--- config.mk ---
export PLATFORM = sky130hd
export DESIGN_NAME = touch_gesture_classifier
export DESIGN_NICKNAME = d
export VERILOG_FILES = /design/src/design/tgc_pkg.sv /design/src/design/touch_gesture_classifier.sv
export SDC_FILE = /design/constraint.sdc
export NUM_CORES = 2
export LEC_CHECK = 0
export ABC_CLOCK_PERIOD_IN_PS = 31300
export BUFFER_PORTS_ARGS = -buffer_cell sky130_fd_sc_hd__buf_2
export CORE_MARGIN = 4
export CORE_UTILIZATION = 45
export CTS_CLUSTER_SIZE = 40
export DETAILED_ROUTE_END_ITERATION = 10
export GPL_TIMING_DRIVEN = 0
export PLACE_DENSITY_LB_ADDON = 0.2
export SYNTH_ARGS = -nofsm -noshare
export SYNTH_HDL_FRONTEND = slang
export SYNTH_SLANG_ARGS = --single-unit
export TNS_END_PERCENT = 5
--- constraint.sdc ---
create_clock -name i_clk -period 31.3 [get_ports i_clk]
set_clock_uncertainty 0.2 [all_clocks]
set_input_delay 4.695 -clock i_clk [delete_from_list [all_inputs] [get_ports i_clk]]
set_output_delay 4.695 -clock i_clk [all_outputs]
set_load 0.01 [all_outputs]
--- src/design/tgc_pkg.sv ---
// ---------------------------------------------------------------------------
// tgc_pkg
// Shared types, register map and sine table for the touch gesture classifier.
// ---------------------------------------------------------------------------
package tgc_pkg;

    localparam int COORD_BITS = 12;
    localparam int TIME_BITS  = 16;
    localparam int SIN_BITS   = 20;
    localparam int ANG_BITS   = 9;
    localparam int ROT_BITS   = 10;
    localparam int DIFF_BITS  = COORD_BITS + 1;
    localparam int SQ_BITS    = 2 * COORD_BITS;

    localparam logic [11:0] RING_RESET     = 12'd1200;
    localparam logic [15:0] CIRCLE_RESET   = 16'd50;
    localparam logic [15:0] LONG_TAP_RESET = 16'd200;

    // register index, byte address 4*index
    localparam logic [1:0] REG_RING     = 2'd0;
    localparam logic [1:0] REG_CIRCLE   = 2'd1;
    localparam logic [1:0] REG_LONG_TAP = 2'd2;

    localparam logic [1:0] EV_SHORT_TAP = 2'd0;
    localparam logic [1:0] EV_LONG_TAP  = 2'd1;
    localparam logic [1:0] EV_SWIPE     = 2'd2;
    localparam logic [1:0] EV_CIRCLE    = 2'd3;

    localparam logic [1:0] DIR_LEFT  = 2'd0;
    localparam logic [1:0] DIR_DOWN  = 2'd1;
    localparam logic [1:0] DIR_RIGHT = 2'd2;
    localparam logic [1:0] DIR_UP    = 2'd3;

    localparam logic [6:0] DEG_90 = 7'd90;

    typedef enum logic [5:0] {
        ST_IDLE    = 6'b000001,
        ST_SQUARE  = 6'b000010,
        ST_CLASS   = 6'b000100,
        ST_ANG_MUL = 6'b001000,
        ST_ANG_CMP = 6'b010000,
        ST_FINISH  = 6'b100000
    } t_state;

    typedef enum logic [1:0] {
        AM_NONE   = 2'd0,
        AM_START  = 2'd1,
        AM_SWIPE  = 2'd2,
        AM_CIRCLE = 2'd3
    } t_ang_mode;

    // sin(d degrees) in millionths
    localparam logic [SIN_BITS-1:0] SIN_TAB [0:90] = '{
        20'd0, 20'd17452, 20'd34899, 20'd52336, 20'd69756, 20'd87156, 20'd104528,
        20'd121869, 20'd139173, 20'd156434, 20'd173648, 20'd190809, 20'd207912,
        20'd224951, 20'd241922, 20'd258819, 20'd275637, 20'd292372, 20'd309017,
        20'd325568, 20'd342020, 20'd358368, 20'd374607, 20'd390731, 20'd406737,
        20'd422618, 20'd438371, 20'd453990, 20'd469472, 20'd484810, 20'd500000,
        20'd515038, 20'd529919, 20'd544639, 20'd559193, 20'd573576, 20'd587785,
        20'd601815, 20'd615661, 20'd629320, 20'd642788, 20'd656059, 20'd669131,
        20'd681998, 20'd694658, 20'd707107, 20'd719340, 20'd731354, 20'd743145,
        20'd754710, 20'd766044, 20'd777146, 20'd788011, 20'd798636, 20'd809017,
        20'd819152, 20'd829038, 20'd838671, 20'd848048, 20'd857167, 20'd866025,
        20'd874620, 20'd882948, 20'd891007, 20'd898794, 20'd906308, 20'd913545,
        20'd920505, 20'd927184, 20'd933580, 20'd939693, 20'd945519, 20'd951057,
        20'd956305, 20'd961262, 20'd965926, 20'd970296, 20'd974370, 20'd978148,
        20'd981627, 20'd984808, 20'd987688, 20'd990268, 20'd992546, 20'd994522,
        20'd996195, 20'd997564, 20'd998630, 20'd999391, 20'd999848, 20'd1000000
    };

endpackage

--- src/design/touch_gesture_classifier.sv ---
// ---------------------------------------------------------------------------
// touch_gesture_classifier
// Classifies touchpad polls into taps, four-way swipes and circle rotation.
// ---------------------------------------------------------------------------
// A poll passes the square, classify and finish states, and when an angle is
// needed a binary search of at most 7 steps over a 91-entry sine table, each
// step being a multiply and a compare state. At most one event item per poll;
// the block takes the next poll while an event still waits on the output, but
// if that poll has an event too, it stalls at its end until the slot is free.
module touch_gesture_classifier (
    input  logic        i_clk,
    input  logic        i_rst_n,
    input  logic        i_valid,
    output logic        o_ready,
    input  logic        i_report_valid,
    input  logic signed [tgc_pkg::COORD_BITS-1:0] i_pos_x,
    input  logic signed [tgc_pkg::COORD_BITS-1:0] i_pos_y,
    input  logic [5:0]  i_pressure,
    input  logic [7:0]  i_elapsed_ms,
    output logic        o_valid,
    input  logic        i_ready,
    output logic [1:0]  o_event_kind,
    output logic [1:0]  o_swipe_dir,
    output logic signed [tgc_pkg::ROT_BITS-1:0] o_rotation_deg,
    input  logic        psel,
    input  logic        penable,
    input  logic        pwrite,
    input  logic [3:0]  paddr,
    input  logic [31:0] pwdata,
    output logic [31:0] prdata,
    output logic        pready
);

    localparam int CB = tgc_pkg::COORD_BITS;
    localparam int DB = tgc_pkg::DIFF_BITS;
    localparam int TB = tgc_pkg::TIME_BITS;
    localparam int SB = tgc_pkg::SQ_BITS;
    localparam int PB = tgc_pkg::DIFF_BITS + tgc_pkg::SIN_BITS;
    localparam int AB = tgc_pkg::ANG_BITS;
    localparam int RB = tgc_pkg::ROT_BITS;

    // configuration
    logic [11:0] r_ring_radius;
    logic [15:0] r_circle_delay;
    logic [15:0] r_long_tap;

    // gesture state
    logic signed [CB-1:0] r_held_x, r_held_y, r_origin_x, r_origin_y;
    logic [5:0]           r_held_p;
    logic                 r_touching, r_seen_c, r_seen_r, r_circle;
    logic signed [AB-1:0] r_last_angle;
    logic [TB-1:0]        r_touch_time;

    tgc_pkg::t_state    r_state;
    tgc_pkg::t_ang_mode r_mode;

    logic [SB-1:0]   r_sq_x, r_sq_y, r_sq_r;
    logic [DB-1:0]   r_ax, r_ay;
    logic            r_xneg, r_yneg;
    logic [6:0]      r_lo, r_hi, r_mid;
    logic [PB-1:0]   r_pa, r_pb;
    logic            r_need_out;
    logic [1:0]      r_ev_kind;

    logic            cfg_wr;
    logic [TB:0]     tt_sum;
    logic [TB-1:0]   tt_new;
    logic [SB:0]     r2_sum;
    logic            cls_touch, cls_seen_c, cls_seen_r, cls_circle;
    logic signed [DB-1:0] ang_x, ang_y;
    logic [7:0]      mid_sum;
    logic [6:0]      mid;
    logic [6:0]      lo_nx, hi_nx;
    logic [6:0]      ceil_d;
    logic signed [AB-1:0] ang_res;
    logic signed [RB-1:0] delta;
    logic [1:0]      dir;
    logic            out_free;
    logic            out_load;

    assign pready   = 1'b1;
    assign cfg_wr   = psel & penable & pwrite;
    assign out_free = ~o_valid | i_ready;
    assign out_load = (r_state == tgc_pkg::ST_FINISH) & r_need_out & out_free;
    assign o_ready  = (r_state == tgc_pkg::ST_IDLE);

    always_comb begin
        case (paddr[3:2])
            tgc_pkg::REG_RING:     prdata = {20'd0, r_ring_radius};
            tgc_pkg::REG_CIRCLE:   prdata = {16'd0, r_circle_delay};
            tgc_pkg::REG_LONG_TAP: prdata = {16'd0, r_long_tap};
            default:               prdata = 32'd0;
        endcase
    end

    assign tt_sum = {1'b0, r_touch_time} + {{(TB-7){1'b0}}, i_elapsed_ms};
    assign tt_new = tt_sum[TB] ? {TB{1'b1}} : tt_sum[TB-1:0];
    assign r2_sum = {1'b0, r_sq_x} + {1'b0, r_sq_y};

    // classification of the current poll, from registered state
    always_comb begin
        cls_touch  = r_touching;
        cls_seen_c = r_seen_c;
        cls_seen_r = r_seen_r;
        if (r_touching) begin
            if (r_held_p != 6'd0) begin
                if (r2_sum > {1'b0, r_sq_r}) begin
                    cls_seen_r = 1'b1;
                end else begin
                    cls_seen_c = 1'b1;
                end
            end else begin
                cls_touch = 1'b0;
            end
        end
        cls_circle = r_circle |
                     (cls_touch & (r_touch_time > r_circle_delay) & ~cls_seen_c);
    end

    always_comb begin
        if (r_mode == tgc_pkg::AM_SWIPE || !cls_touch) begin
            ang_x = {r_held_x[CB-1], r_held_x} - {r_origin_x[CB-1], r_origin_x};
            ang_y = {r_held_y[CB-1], r_held_y} - {r_origin_y[CB-1], r_origin_y};
        end else begin
            ang_x = {r_held_x[CB-1], r_held_x};
            ang_y = {r_held_y[CB-1], r_held_y};
        end
    end

    assign mid_sum = {1'b0, r_lo} + {1'b0, r_hi} + 8'd1;
    assign mid     = mid_sum[7:1];
    assign lo_nx   = (r_pa >= r_pb) ? r_mid : r_lo;
    assign hi_nx   = (r_pa >= r_pb) ? r_hi : r_mid - 7'd1;

    always_comb begin
        if (r_ax == '0 || r_ay == '0 || r_ax == r_ay) begin
            ceil_d = r_lo;
        end else begin
            ceil_d = r_lo + 7'd1;
        end
        if (r_ax == '0 && r_ay == '0) begin
            ang_res = '0;
        end else if (!r_yneg) begin
            ang_res = r_xneg ? AB'(9'sd180 - $signed({2'b00, ceil_d}))
                             : $signed({2'b00, r_lo});
        end else begin
            ang_res = r_xneg ? AB'($signed({2'b00, ceil_d}) - 9'sd180)
                             : AB'(-$signed({2'b00, r_lo}));
        end
        delta = RB'($signed({ang_res[AB-1], ang_res}) - $signed({r_last_angle[AB-1],
                                                                  r_last_angle}));
        if (ang_res < -9'sd90) begin
            dir = tgc_pkg::DIR_LEFT;
        end else if (ang_res < 9'sd0) begin
            dir = tgc_pkg::DIR_DOWN;
        end else if (ang_res < 9'sd90) begin
            dir = tgc_pkg::DIR_RIGHT;
        end else begin
            dir = tgc_pkg::DIR_UP;
        end
    end

    always_ff @(posedge i_clk) begin
        if (!i_rst_n) begin
            r_ring_radius  <= tgc_pkg::RING_RESET;
            r_circle_delay <= tgc_pkg::CIRCLE_RESET;
            r_long_tap     <= tgc_pkg::LONG_TAP_RESET;
        end else if (cfg_wr) begin
            case (paddr[3:2])
                tgc_pkg::REG_RING:     r_ring_radius  <= pwdata[11:0];
                tgc_pkg::REG_CIRCLE:   r_circle_delay <= pwdata[15:0];
                tgc_pkg::REG_LONG_TAP: r_long_tap     <= pwdata[15:0];
                default: ;
            endcase
        end
    end

    always_ff @(posedge i_clk) begin
        if (!i_rst_n) begin
            r_state      <= tgc_pkg::ST_IDLE;
            r_mode       <= tgc_pkg::AM_NONE;
            r_held_x     <= '0;
            r_held_y     <= '0;
            r_held_p     <= '0;
            r_origin_x   <= '0;
            r_origin_y   <= '0;
            r_touching   <= 1'b0;
            r_seen_c     <= 1'b0;
            r_seen_r     <= 1'b0;
            r_circle     <= 1'b0;
            r_last_angle <= '0;
            r_touch_time <= '0;
            r_need_out   <= 1'b0;
            o_valid      <= 1'b0;
        end else begin
            if (o_valid && i_ready && !out_load) begin
                o_valid <= 1'b0;
            end
            case (r_state)
                tgc_pkg::ST_IDLE: begin
                    if (i_valid) begin
                        logic signed [CB-1:0] hx, hy;
                        logic [5:0] hp;
                        hx = i_report_valid ? i_pos_x : r_held_x;
                        hy = i_report_valid ? i_pos_y : r_held_y;
                        hp = i_report_valid ? i_pressure : r_held_p;
                        r_held_x <= hx;
                        r_held_y <= hy;
                        r_held_p <= hp;
                        if (!r_touching && hp != 6'd0) begin
                            // touch start
                            r_touching   <= 1'b1;
                            r_touch_time <= '0;
                            r_circle     <= 1'b0;
                            r_seen_c     <= 1'b0;
                            r_seen_r     <= 1'b0;
                            r_origin_x   <= hx;
                            r_origin_y   <= hy;
                            r_mode       <= tgc_pkg::AM_START;
                        end else begin
                            r_touch_time <= tt_new;
                            r_mode       <= tgc_pkg::AM_NONE;
                        end
                        r_state <= tgc_pkg::ST_SQUARE;
                    end
                end
                tgc_pkg::ST_SQUARE: begin
                    r_sq_x  <= SB'(r_held_x * r_held_x);
                    r_sq_y  <= SB'(r_held_y * r_held_y);
                    r_sq_r  <= SB'(r_ring_radius * r_ring_radius);
                    r_state <= tgc_pkg::ST_CLASS;
                end
                tgc_pkg::ST_CLASS: begin
                    r_touching <= cls_touch;
                    r_seen_c   <= cls_seen_c;
                    r_seen_r   <= cls_seen_r;
                    r_circle   <= cls_circle;
                    r_xneg     <= ang_x < 0;
                    r_yneg     <= ang_y < 0;
                    r_ax       <= ang_x < 0 ? DB'(-ang_x) : DB'(ang_x);
                    r_ay       <= ang_y < 0 ? DB'(-ang_y) : DB'(ang_y);
                    r_lo       <= 7'd0;
                    r_hi       <= tgc_pkg::DEG_90;
                    if (r_mode == tgc_pkg::AM_START) begin
                        // angle only refreshes last_angle
                        r_need_out <= 1'b0;
                        r_state    <= tgc_pkg::ST_ANG_MUL;
                    end else if (r_touching && !cls_touch) begin
                        if (cls_seen_c && !cls_seen_r) begin
                            r_need_out <= 1'b1;
                            r_ev_kind  <= (r_touch_time > r_long_tap) ?
                                          tgc_pkg::EV_LONG_TAP : tgc_pkg::EV_SHORT_TAP;
                            r_state    <= tgc_pkg::ST_FINISH;
                        end else if (cls_seen_c && cls_seen_r) begin
                            r_need_out <= 1'b1;
                            r_ev_kind  <= tgc_pkg::EV_SWIPE;
                            r_mode     <= tgc_pkg::AM_SWIPE;
                            r_state    <= tgc_pkg::ST_ANG_MUL;
                        end else begin
                            r_need_out <= 1'b0;
                            r_state    <= tgc_pkg::ST_FINISH;
                        end
                    end else if (cls_touch && cls_circle) begin
                        r_need_out <= 1'b1;
                        r_ev_kind  <= tgc_pkg::EV_CIRCLE;
                        r_mode     <= tgc_pkg::AM_CIRCLE;
                        r_state    <= tgc_pkg::ST_ANG_MUL;
                    end else begin
                        r_need_out <= 1'b0;
                        r_state    <= tgc_pkg::ST_FINISH;
                    end
                end
                tgc_pkg::ST_ANG_MUL: begin
                    r_mid   <= mid;
                    r_pa    <= PB'(r_ay * tgc_pkg::SIN_TAB[tgc_pkg::DEG_90 - mid]);
                    r_pb    <= PB'(r_ax * tgc_pkg::SIN_TAB[mid]);
                    r_state <= tgc_pkg::ST_ANG_CMP;
                end
                tgc_pkg::ST_ANG_CMP: begin
                    r_lo    <= lo_nx;
                    r_hi    <= hi_nx;
                    r_state <= (lo_nx == hi_nx) ? tgc_pkg::ST_FINISH : tgc_pkg::ST_ANG_MUL;
                end
                tgc_pkg::ST_FINISH: begin
                    if (!r_need_out || out_free) begin
                        if (r_mode == tgc_pkg::AM_START || r_mode == tgc_pkg::AM_CIRCLE) begin
                            r_last_angle <= ang_res;
                        end
                        if (r_need_out) begin
                            o_valid        <= 1'b1;
                            o_event_kind   <= r_ev_kind;
                            o_swipe_dir    <= (r_mode == tgc_pkg::AM_SWIPE) ?
                                              dir : tgc_pkg::DIR_LEFT;
                            o_rotation_deg <= (r_mode == tgc_pkg::AM_CIRCLE) ? delta : '0;
                        end
                        r_state <= tgc_pkg::ST_IDLE;
                    end
                end
                default: r_state <= tgc_pkg::ST_IDLE;
            endcase
        end
    end

endmodule
==> impl_metrics.py <==
metrics = {
    "clock_network": {
        "root_buffer": "clkbuf_16",
        "cts_tree": "done",
        "path_clk_slew_ps": 60,
        "postCtsResizedCells": 0,
        "cts.sinks": 337,
        "cts_hold_buf": 0,
        "postCtsSetupBuffers": 0,
        "clk_path_buf_depth": 3,
        "cts-buffers-inserted": 43,
        "htreeDepth": 2,
        "clk_latency_ps": 650,
    },
    "grt": {
        "grt_max_degree": 31,
        "grt_overflow": 0,
        "use_met2_pct": 46.0,
        "grt.busiest_layer": "met2",
        "grt_pass1_vias": 45600,
        "met3_usage_pct": 3.94,
        "antenna_found_initial": 1,
        "grt_usage_pct": 27.6,
        "globalRouteMet1Util_pct": 35.1,
        "grt_pass1_wl_um": 270000,
    },
    "hold_path": {
        "hp-start": "r_ev_kind[1]$_SDFFCE_PN1P_",
        "hold_class": "reg -> reg",
    },
    "logic_synthesis": {
        "netlist_area_sq_um": 54200,
        "synthTopCellsByArea": "fa_1 (27%), ha_1 (12%), edfxtp_1 (11%)",
        "ys_ff_latch": 337,
        "synth_area_leader_cell": "fa_1",
        "synth.yosys.seq_area_share_pct": 16.2,
        "synth.avg_cell_area_sq_um": 8.79,
        "synth_edf_count": 200,
        "synth-async-reset-ratio_pct": 0,
        "post-synth-top-count-cell": "inv_1",
        "synthCells": 6158,
        "yosysUniqueCellTypes": 117,
        "ys_warn_count": 0,
        "synth_top_area_share_pct": 26.9,
        "ys.flop_type": "edfxtp_1",
        "ys_top_cells_by_count": "inv_1 (991), fa_1 (727), nand2_1 (723), ha_1 (503), and2_1 (321)",
    },
    "floorplan": {
        "initial_core_util_pct": 45.3,
        "io_pins": 131,
        "die_x_um": 355,
        "fp.dieArea_sq_um": 126000,
        "chipHeight_um": 355,
        "fp.coreArea_sq_um": 120000,
        "rows": 127,
    },
    "sta": {
        "rsz0062_at_grt": "false",
        "setup_tns_ps": 0,
        "hold_viol": 0,
        "worst_pin_slew_ps": 1450,
        "period_minus_slack_ps": 14830,
        "hold_ws_ps": 226,
        "post-route-period-util_pct": 47.4,
        "final-setup-viol-count": 0,
        "timing.slew.headroom_pct": 2.29,
        "max_freq_mhz": 67.4,
        "maxSlewViolCount": 0,
    },
    "setup_path": {
        "crit_type": "reg -> reg",
        "end_kind": "register",
        "critPathLaunch": "r_lo[1]$_SDFFCE_PN0P_",
        "cp_common_cell": "inv_1",
        "path_max_fanout": 14,
        "critPathLaunchType": "register",
        "cp.arrival_ps": 14990,
        "cp_slowest_stage_delay_ps": 910,
        "slowest_stage": "clkbuf_1",
        "rr_startpoint": "r_lo[1]$_SDFFCE_PN0P_",
        "required_ps": 31460,
    },
    "placement": {
        "dp_hpwl_um": 139000,
        "portBuffers": 92,
        "gp_congestion": 0.996,
    },
    "routing": {
        "avgViaCountPerCell": 5.66,
        "vias": 45200,
        "wl_per_cell_um": 21.7,
        "wirelength_um": 173000,
        "drcViolationCount": 0,
        "postRouteAntennaNets": 0,
        "dr.pass1.iters": 8,
        "drt_iter0_drc": 3542,
    },
    "job": {
        "maxCapViolCount": 0,
    },
    "finish": {
        "layout-drive-gt1-share_pct": 5.80,
        "fin_nets": 7641,
        "synthToLayoutAreaGrowth_pct": 7.91,
    },
    "pwr": {
        "p_total_mw": 1.49,
        "cellPowerDensity_nw_per_um2": 25.5,
        "leakage_nw": 26.7,
        "irDropWorstVdd_mv": 0.0351,
    },
    "run_status": {
        "status": "finished clean",
    },
}
worst max-delay path, delay by kind of cell (launching register included):
family / cells / cell delay, ps
simple gates: 3 / 640
buf+inv: 15 / 5540
fa+ha+maj: 9 / 3950
flops: 1 / 490
compound gates: 10 / 3500
mux: 1 / 230
cell families after synthesis:
kind of cell / Yosys count / synth area share (%)
DFF: 337 / 16.2
and+or+nand+nor: 1833 / 16.4
buffers and inverters: 1339 / 9.74
xor gates and xnor gates: 223 / 3.67
adders and majority gates: 1230 / 38.5
AOI/OAI and AO/OA: 1125 / 13.9
other: 2 / 0.0139
muxes: 69 / 1.59
where the power goes:
group | leakage (nW) | switching (mW) | internal, mW | total (mW)
clock | 0.744 | 0.221 | 0.318 | 0.539
combinational | 23.0 | 0.268 | 0.180 | 0.448
sequential | 2.98 | 0.00967 | 0.496 | 0.505
total | 26.7 | 0.499 | 0.994 | 1.49
stage by stage:
step	setup WS (ps)	utilization [%]	std cells	cell area, sq um
2_1_floorplan	19990	-	6173	54200
3_3_place_gp	16670	47.4	7877	56700
3_5_place_dp	17030	47.6	7895	56900
4_1_cts	16970	48.8	7974	58400
5_1_grt	16120	48.8	7975	58400
6_report	16470	48.8	7977	58400
area by class of cell:
cell class,count,area (sq um)
buffer,341,1520
tap,1612,2020
inverter,998,3750
antenna,2,5.00
clock buffer,54,1160
timing repair buffer,111,651
clock inverter,25,350
fill,11500,61200
sequential,337,8750
multi-input combinational,4497,40200
registers in the layout, indices dropped and copies added (netlist names), 7 cells and up:
register	cells
r_long_tap	16
r_origin_x	12
r_pb	33
r_pa	33
r_touch_time	16
r_sq_r	23
r_hi	7
r_circle_delay	16
r_held_x	12
r_origin_y	12
r_held_y	12
r_last_angle	9
r_sq_y	23
r_lo	7
r_mid	7
o_rotation_deg	10
r_ax	13
r_ay	13
r_sq_x	23
r_ring_radius	12
cell usage in the layout, fill, tap and decap left out, drive strengths merged, types with 13 or more instances in the layout:
master and instances:
nor3b 24, nand3 110, nor3 94, nand2 725
and2 324, mux4 13, o21a 42, buf 215
clkinv 17, xor2 45, a211oi 67, fa 727
nor2 283, or3 32, dfxtp 137, a31oi 49
a21oi 317, ha 503, a311oi 29, nand4 35
clkbuf 291, nand2b 48, or2 16, o31ai 23
inv 1000, nor4 18, conb 17, a21o 79
o21bai 17, mux2i 51, edfxtp 200, o311ai 21
a21boi 18, and3 32, o21ai 201, xnor2 177
o211ai 76, o221ai 17, nor2b 61, o211a 13
path summary, 6_finish.rpt:
path                               endpoint  slack [ps]  cells past startpoint
hold / removal    o_event_kind[1]$_DFFE_PP_         230                      0
setup reg to reg         r_pa[31]$_DFFE_PP_       16470                     38
setup / recovery         r_pa[31]$_DFFE_PP_       16470                     38
hold reg to reg   o_event_kind[1]$_DFFE_PP_         230                      0
metal layers:
layer  vias to the layer above  wire length (um)
met3                       488             11300
li1                      20600                 -
met5                         -                 0
met1                     22300             69200
met2                      1724             81800
met4                         0             10700
Power figures use the tool's default switching activity.
